--- config.mk ---
export PLATFORM = sky130hd
export DESIGN_NAME = uniform_rejection_sampler
export DESIGN_NICKNAME = d
export VERILOG_FILES = /design/src/rtl/urs_pkg.sv /design/src/rtl/uniform_rejection_sampler.sv
export SDC_FILE = /design/constraint.sdc
export NUM_CORES = 1
export LEC_CHECK = 0
export BUFFER_PORTS_ARGS = -buffer_cell sky130_fd_sc_hd__buf_2
export CAP_MARGIN = 20
export CORE_ASPECT_RATIO = 1.75
export CORE_UTILIZATION = 45
export CTS_BUF_LIST = sky130_fd_sc_hd__clkbuf_16
export CTS_CLUSTER_DIAMETER = 60
export DETAILED_ROUTE_END_ITERATION = 7
export GPL_TIMING_DRIVEN = 0
export PLACE_DENSITY = 0.67
export SYNTH_ARGS = -nofsm -noshare
export SYNTH_HDL_FRONTEND = slang
export SYNTH_SLANG_ARGS = --single-unit
--- constraint.sdc ---
create_clock -name clk -period 11.3 [get_ports clk]
set_input_delay 1.13 -clock clk [delete_from_list [all_inputs] [get_ports clk]]
set_output_delay 1.13 -clock clk [all_outputs]
set_load 0.05 [all_outputs]
--- src/rtl/urs_pkg.sv ---
// Shared types and constants for the uniform rejection sampler.
`timescale 1ns / 1ps

package urs_pkg;

    localparam int unsigned MAX_COEFFS = 256;

    localparam int unsigned CFG_WIDTH   = 13;
    localparam int unsigned MOD_WIDTH   = 13;
    localparam int unsigned COUNT_WIDTH = 9;
    localparam int unsigned COEFF_WIDTH = 12;
    localparam int unsigned INDEX_WIDTH = 8;

    localparam logic [12:0] MODULUS_RESET     = 13'd3329;
    localparam logic [8:0]  COEFF_COUNT_RESET = 9'd256;
    localparam logic [11:0] CAND_MASK         = 12'hFFF;

    // configuration register indices
    localparam logic REG_MODULUS     = 1'b0;
    localparam logic REG_COEFF_COUNT = 1'b1;

    // position of the next byte within its triple
    typedef enum logic [1:0] {
        PH_B0 = 2'd0,
        PH_B1 = 2'd1,
        PH_B2 = 2'd2
    } phase_t;

    typedef struct packed {
        logic [COEFF_WIDTH-1:0] coeff;
        logic [INDEX_WIDTH-1:0] coeff_index;
        logic                   last;
    } result_t;

endpackage

--- src/rtl/uniform_rejection_sampler.sv ---
// Top level of the uniform rejection sampler.
`timescale 1ns / 1ps

// Takes one random byte per item and turns each byte triple into two 12-bit
// candidates; a candidate below the modulus leaves as the next coefficient
// with its index and a last flag, until the configured count is reached.
// Sustained rate is one byte per clock: the candidate test and count update are
// a single compare-and-increment between the phase/count registers and the
// result register. Results leave through an output register backed by one skid
// entry, so input is stalled only when both are full. new_poly on an item restarts
// the count and the triple alignment before that byte is used. The user must
// write configuration (modulus, coefficient count) only while idle, unenforced.
module uniform_rejection_sampler
(
    input  logic                              clk,
    input  logic                              rst_n,

    input  logic                              cfg_we,
    input  logic                              cfg_index,
    input  logic [urs_pkg::CFG_WIDTH-1:0]     cfg_data,

    input  logic                              in_valid,
    output logic                              in_stall,
    input  logic [7:0]                        rand_byte,
    input  logic                              new_poly,

    output logic                              out_valid,
    input  logic                              out_stall,
    output logic [urs_pkg::COEFF_WIDTH-1:0]   coeff,
    output logic [urs_pkg::INDEX_WIDTH-1:0]   coeff_index,
    output logic                              last
);

    localparam logic [10:0] MAX_W = 11'(urs_pkg::MAX_COEFFS);

    logic [urs_pkg::MOD_WIDTH-1:0]   modulus_reg;
    logic [urs_pkg::COUNT_WIDTH-1:0] coeff_count_reg;

    urs_pkg::phase_t                 phase_reg, phase_next, phase_eff;
    logic [7:0]                      held_reg, held_next;
    logic [urs_pkg::COUNT_WIDTH-1:0] count_reg, count_next, count_eff;

    urs_pkg::result_t                out_reg, skid_reg, res;
    logic                            out_valid_reg, skid_valid_reg;

    logic [urs_pkg::COUNT_WIDTH-1:0] limit;
    logic [urs_pkg::COUNT_WIDTH-1:0] count_inc;
    logic [urs_pkg::COEFF_WIDTH-1:0] cand;
    logic                            offer;
    logic                            res_valid;
    logic                            in_fire;
    logic                            out_fire;

    assign in_stall  = skid_valid_reg;
    assign in_fire   = in_valid && !skid_valid_reg;
    assign out_valid = out_valid_reg;
    assign out_fire  = out_valid_reg && !out_stall;

    assign coeff       = out_reg.coeff;
    assign coeff_index = out_reg.coeff_index;
    assign last        = out_reg.last;

    // limit is the smaller of the configured count and the build maximum
    assign limit = ({2'b00, coeff_count_reg} > MAX_W) ? MAX_W[8:0] : coeff_count_reg;

    assign phase_eff = new_poly ? urs_pkg::PH_B0 : phase_reg;
    assign count_eff = new_poly ? '0 : count_reg;
    assign count_inc = count_eff + 9'd1;

    always_comb
    begin
        offer      = 1'b0;
        cand       = '0;
        phase_next = urs_pkg::PH_B1;
        held_next  = rand_byte;
        unique case (phase_eff)
            urs_pkg::PH_B1:
            begin
                offer      = 1'b1;
                cand       = {rand_byte[3:0], held_reg} & urs_pkg::CAND_MASK;
                phase_next = urs_pkg::PH_B2;
                held_next  = {4'h0, rand_byte[7:4]};
            end
            urs_pkg::PH_B2:
            begin
                offer      = 1'b1;
                cand       = {rand_byte, held_reg[3:0]} & urs_pkg::CAND_MASK;
                phase_next = urs_pkg::PH_B0;
                held_next  = '0;
            end
            default:
            begin
                // first byte of a triple, also the unused phase code
                offer      = 1'b0;
                cand       = '0;
                phase_next = urs_pkg::PH_B1;
                held_next  = rand_byte;
            end
        endcase
    end

    assign res_valid = in_fire && offer && (count_eff < limit)
                       && ({1'b0, cand} < modulus_reg);
    assign count_next = res_valid ? count_inc : count_eff;

    assign res.coeff       = cand;
    assign res.coeff_index = count_eff[urs_pkg::INDEX_WIDTH-1:0];
    assign res.last        = (count_inc == limit);

    always_ff @(posedge clk or negedge rst_n)
    begin
        if (!rst_n)
        begin
            modulus_reg     <= urs_pkg::MODULUS_RESET;
            coeff_count_reg <= urs_pkg::COEFF_COUNT_RESET;
        end
        else if (cfg_we)
        begin
            unique case (cfg_index)
                urs_pkg::REG_MODULUS:     modulus_reg     <= cfg_data;
                urs_pkg::REG_COEFF_COUNT: coeff_count_reg <= cfg_data[8:0];
                default:                  ;
            endcase
        end
    end

    always_ff @(posedge clk or negedge rst_n)
    begin
        if (!rst_n)
        begin
            phase_reg <= urs_pkg::PH_B0;
            held_reg  <= '0;
            count_reg <= '0;
        end
        else if (in_fire)
        begin
            phase_reg <= phase_next;
            held_reg  <= held_next;
            count_reg <= count_next;
        end
    end

    // output register with one skid entry behind it
    always_ff @(posedge clk or negedge rst_n)
    begin
        if (!rst_n)
        begin
            out_valid_reg  <= 1'b0;
            skid_valid_reg <= 1'b0;
        end
        else if (!out_valid_reg || out_fire)
        begin
            if (skid_valid_reg)
            begin
                skid_valid_reg <= 1'b0;
            end
            else
            begin
                out_valid_reg <= res_valid;
            end
        end
        else if (res_valid)
        begin
            skid_valid_reg <= 1'b1;
        end
    end

    always_ff @(posedge clk)
    begin
        if (!out_valid_reg || out_fire)
        begin
            if (skid_valid_reg)
            begin
                out_reg <= skid_reg;
            end
            else if (res_valid)
            begin
                out_reg <= res;
            end
        end
        else if (res_valid)
        begin
            skid_reg <= res;
        end
    end

endmodule

After elaboration in Yosys (flattened, before gate mapping)
Cells that the tools add are included.

Output and inout port bits: 23. Register bits after elaboration: 85. Word-level logic and storage cells: 52. Bits of input ports: 28.

Mux-type cells: 12. Equality and inequality tests: 3. $lt $le $gt $ge: 3. $add $sub $neg: 1. Reductions and logical operators: 17. Bitwise gates (word level): 3.

Operators by type and width (number): 21-bit two-way mux (2); 9-bit two-way mux (3); 12-bit case mux with 2 select lines (1); 8-bit case mux with 2 select lines (1); 12-bit by 13-bit less-than comparator with 1-bit output (1); 2-bit AND reduction (5); 9-bit by 1-bit adder with 9-bit output, second input constant (1); 9-bit == test (1); 9-bit > comparator, second input constant (1); 9-bit less-than comparator (1); 1-bit logical AND (5); 2-bit case mux with 2 select lines (1); 2-bit nonzero test (2); 1-bit zero test (3); 1-bit two-way mux (3); 1-bit inverter (3); 2-bit by 1-bit == test with 1-bit output, second input constant (1); 2-bit == test, second input constant (1); 2-bit two-way mux (1); 2-bit OR reduction (1); 1-bit logical OR (1).

Logic depth before layout (Yosys ltp)
Depth after elaboration: 9. Mapped depth: 16. Depth with buffers taken out: 12.

Worst setup path before layout
OpenSTA, ideal clock, no wires.

Path type: input to register. From: input port new_poly. To: register out_reg (netlist bit coeff[0]), enable pin. Data required time: 10.895 ns. Stages on the path: 16. Slack: 6.317 ns. Path buffers: 5. Data arrival time: 4.578 ns. Cells stage by stage: buf_4 -> buf_2 -> nand2b_1 -> inv_1 -> ha_1 -> buf_2 -> clkbuf_1 -> nor2_1 -> ha_1 -> a21oi_1 -> o21a_1 -> o21ai_1 -> a21oi_2 -> buf_4 -> nand2_4 -> a21boi_1.

Elaborated cells between the ends (all ways): 14. Classes of those cells: order compare: 2; eq/ne: 2; mux: 4; reduce/logical: 6.

RTL lines: start, declared (line uniform_rejection_sampler.sv:25) `input logic new_poly,`; 2-bit two-way mux (*) (line uniform_rejection_sampler.sv:66) `assign phase_eff = new_poly ? urs_pkg::PH_B0 : phase_reg;`; 2-bit == test or 2-bit by 1-bit == test with 1-bit output (tied branches) (line uniform_rejection_sampler.sv:76) `unique case (phase_eff)`; 12-bit case mux with 2 select lines (*) (line uniform_rejection_sampler.sv:76); named net cand, one bit (line uniform_rejection_sampler.sv:48) `logic [urs_pkg::COEFF_WIDTH-1:0] cand;`; 12-bit by 13-bit less-than comparator with 1-bit output (*) (line uniform_rejection_sampler.sv:103) `&& ({1'b0, cand} < modulus_reg);`; 1-bit logical AND (*) (line uniform_rejection_sampler.sv:103); 2-bit nonzero test (no source line) (*); 2-bit AND reduction (no source line) (*); end signal, assigned (line uniform_rejection_sampler.sv:174) `out_reg <= skid_reg;`; end signal, assigned (line uniform_rejection_sampler.sv:178) `out_reg <= res;`; end, declared (line uniform_rejection_sampler.sv:43) `urs_pkg::result_t out_reg, skid_reg, res;`.

The timed path passes the listed nets; every way through them passes the cells marked *. A chain may end at the register's enable or synchronous reset.

Worst setup path in the final report
From: input port new_poly. To: register out_reg (netlist bit coeff_index[7]), enable pin.

The elaborated chain is that of the path after synthesis.

==> flow_summary.json <==
{
  "area.growth.synth_to_final_pct": 17.69,
  "syn_area_per_cell_um2": 10.95,
  "multi_input_area_um2": 1888,
  "die_x_um": 76.68,
  "crit_type": "in2reg",
  "seq_area_um2": 2344,
  "drv_cap": 0,
  "pwr_density_cell_nw_per_um2": 178.2,
  "nets": 516,
  "maxSlewHeadroom_pct": 56.99,
  "rrSetupSlack_ns": 7.29,
  "seq_power_share_pct": 42.2,
  "io_buffers": 49,
  "grt_setup_unrepaired": "no",
  "ant_nets": 0,
  "avgViaCountPerCell": 5.614,
  "clk_path_buf_depth": 2,
  "final_cells": 591,
  "core_um2": 9468,
  "intPower_w": 0.0006351,
  "drt_iter0_drc": 251,
  "p_sw_w": 0.0002862,
  "synthFlopType": "edfxtp_1",
  "drive_gt1_share_pct": 23.88,
  "yosys-top-cells-area": "edfxtp_1 (29%), dfrtp_1 (22%), ha_1 (6.8%), nand2_1 (5.0%), mux2_2 (4.4%)",
  "globalRouteMet2Util_pct": 40.43,
  "syn_nets": 453,
  "end_kind": "flop",
  "skew_ns": 0.009611,
  "gr-max-usage-layer": "met2",
  "dieArea_um2": 10170,
  "status": "complete, no violations",
  "largest_reg_flops": 21,
  "setup_violations": 0,
  "wire_per_inst_um": 18.05,
  "p_leak_nw": 2.193,
  "postCtsSetupBuffers": 0,
  "drv_slew": 0,
  "p_sw_share_pct": 31.06,
  "cts_hold_buf": 0,
  "p_comb_share_pct": 23.1,
  "yosysTopAreaCell": "edfxtp_1",
  "overflow": 0,
  "clk_latency_ns": 0.35,
  "grt_antenna_before_repair": 0,
  "yosysUniqueCellTypes": 58,
  "worstMarginPinSlew_ns": 0.6439,
  "min_period_over_period_pct": 42.66,
  "clock-sinks": 85,
  "cts-resized-gates": 0,
  "firstDrtPassIters": 4,
  "vias": 3318,
  "cts_root_buffer": "clkbuf_16",
  "met3_usage_pct": 4.483,
  "start_util_pct": 46.39,
  "ys_seq_area_share_pct": 53.36,
  "io_pins": 51,
  "synth_warnings": 0,
  "synthDominantCellAreaShare_pct": 28.72,
  "antenna_cells": 0,
  "hold_path_depth": 2,
  "max_freq_ghz": 0.2075,
  "fill_cells": 851,
  "synth_edf_count": 42,
  "yosys_register_bits": 85,
  "worstPathRequired_ns": 11.35,
  "drc": 0,
  "htree_num_levels": 3,
  "async_reset_ff_share_pct": 50.59,
  "use_met1_pct": 23.67,
  "gp_congestion": 0.8957,
  "cp_max_fo": 13,
  "grt_pass1_wl_um": 17200,
  "arrival_ns": 4.87,
  "cts_buffers": 9,
  "grt_pass1_vias": 3339,
  "row_count": 47,
  "ir_drop_uv": 114.5,
  "cts_tree": "done",
  "path_clk_slew_ns": 0.07,
  "grt_use_total_pct": 22.81,
  "finalCriticalPeriod_ns": 4.820,
  "finalSetupTns_ns": 0,
  "hold_viol_final": 0,
  "totalWireLength_um": 10670,
  "netlist_area_um2": 4392,
  "worst_setup_path_start_kind": "input pin",
  "final_util_pct": 54.59,
  "grt_max_degree": 44,
  "dp.cells": 574,
  "r2r.worst_path.cells": 15,
  "post-dp-hpwl_um": 8023,
  "syn_inst": 401,
  "hp-class": "reg2reg",
  "die_y_um": 132.7,
  "power_frac_clock_pct": 34.7
}
[metal layers]
metal  wire (µm)  vias up
met4         645        0
met2        5810      109
met5           0        -
met1        3822     1611
li1            -     1556
met3         389       42
[cells in the mapped netlist (all sizes together) (3+ instances only)]
| master | n |
|---|---|
| nand3 | 7 |
| o211ai | 4 |
| mux2 | 17 |
| xor2 | 3 |
| o31ai | 9 |
| o21ai | 22 |
| nor2 | 29 |
| a221oi | 6 |
| nor3 | 3 |
| clkbuf | 11 |
| xnor2 | 10 |
| buf | 6 |
| nand2 | 59 |
| dfrtp | 38 |
| dfstp | 5 |
| and2 | 5 |
| a21oi | 13 |
| and3 | 3 |
| inv | 23 |
| nand4 | 8 |
| ha | 24 |
| nand2b | 9 |
| nor2b | 9 |
| edfxtp | 42 |
| a22oi | 8 |
[power groups by stage]
stage                     combinational, W  sequential, W  clock (W)
after global placement            0.000202       0.000394          0
final                             0.000213       0.000389   0.000319
after global routing              0.000233       0.000393   0.000337
after floorplan                   0.000118       0.000423          0
after CTS                         0.000213       0.000389   0.000325
after detailed placement          0.000212       0.000395          0
[cells by family (layout without fill, tap and decap cells)]
kind of cell	Yosys count	in the layout	synth area share, %
fa+ha+maj	24	24	6.838
buf+inv	41	109	3.789
xor+xnor	13	13	2.593
mux	19	19	4.815
flops	85	85	53.36
compound gates	80	80	12.99
simple gates	139	139	15.61
[stage by stage]
stage	hold slack [ns]	setup WS [ns]	cell area, µm²	power [W]
3_3_place_gp	0.4533	5.213	4790	0.0005962
3_5_place_dp	0.4667	6.153	4826	0.0006063
5_1_grt	0.5080	6.212	5169	0.0009631
6_report	0.4780	6.480	5169	0.0009213
4_1_cts	0.4821	6.520	5149	0.0009265
2_1_floorplan	0.4394	6.317	4392	0.0005416
[final timing paths]
kind                         startpoint                 end
max                            new_poly      coeff_index[7]
min                         held_reg[6]         held_reg[6]
max reg2reg                phase_reg[1]      coeff_index[7]
min reg2reg                 held_reg[6]         held_reg[6]
max in group asynchronous         rst_n  coeff_count_reg[8]
min in group asynchronous         rst_n        count_reg[8]
[cell type report]
type                       instances  area share (%)
buffer                            17           1.477
clock buffer                       9           4.357
clock inverter                     7           1.888
inverter                          24           1.743
multi-input combinational        275           36.53
sequential                        85           45.34
tap                              122           2.953
timing repair buffer              52           5.713
[placed cells by master, fill, tap and decap left out, drive strengths merged, types with 10 or more instances in the layout]
cell type,instances
a21oi,13
buf,58
clkbuf,20
dfrtp,38
edfxtp,42
ha,24
inv,24
mux2,17
nand2,59
nor2,29
o21ai,22
xnor2,10
[worst max-delay path, stage by stage]
cell	delay, ns
buf_4	0.13
buf_2	0.23
nand2b_1	0.18
inv_1	0.06
ha_1	0.26
buf_2	0.23
clkbuf_1	0.40
nor2_1	0.17
ha_1	0.34
a21oi_1	0.17
o21a_1	0.14
o21ai_1	0.07
a21oi_2	0.24
buf_4	0.23
nand2_4	0.12
a21boi_2	0.50
buf_8	0.25
Power figures use the tool's default switching activity.
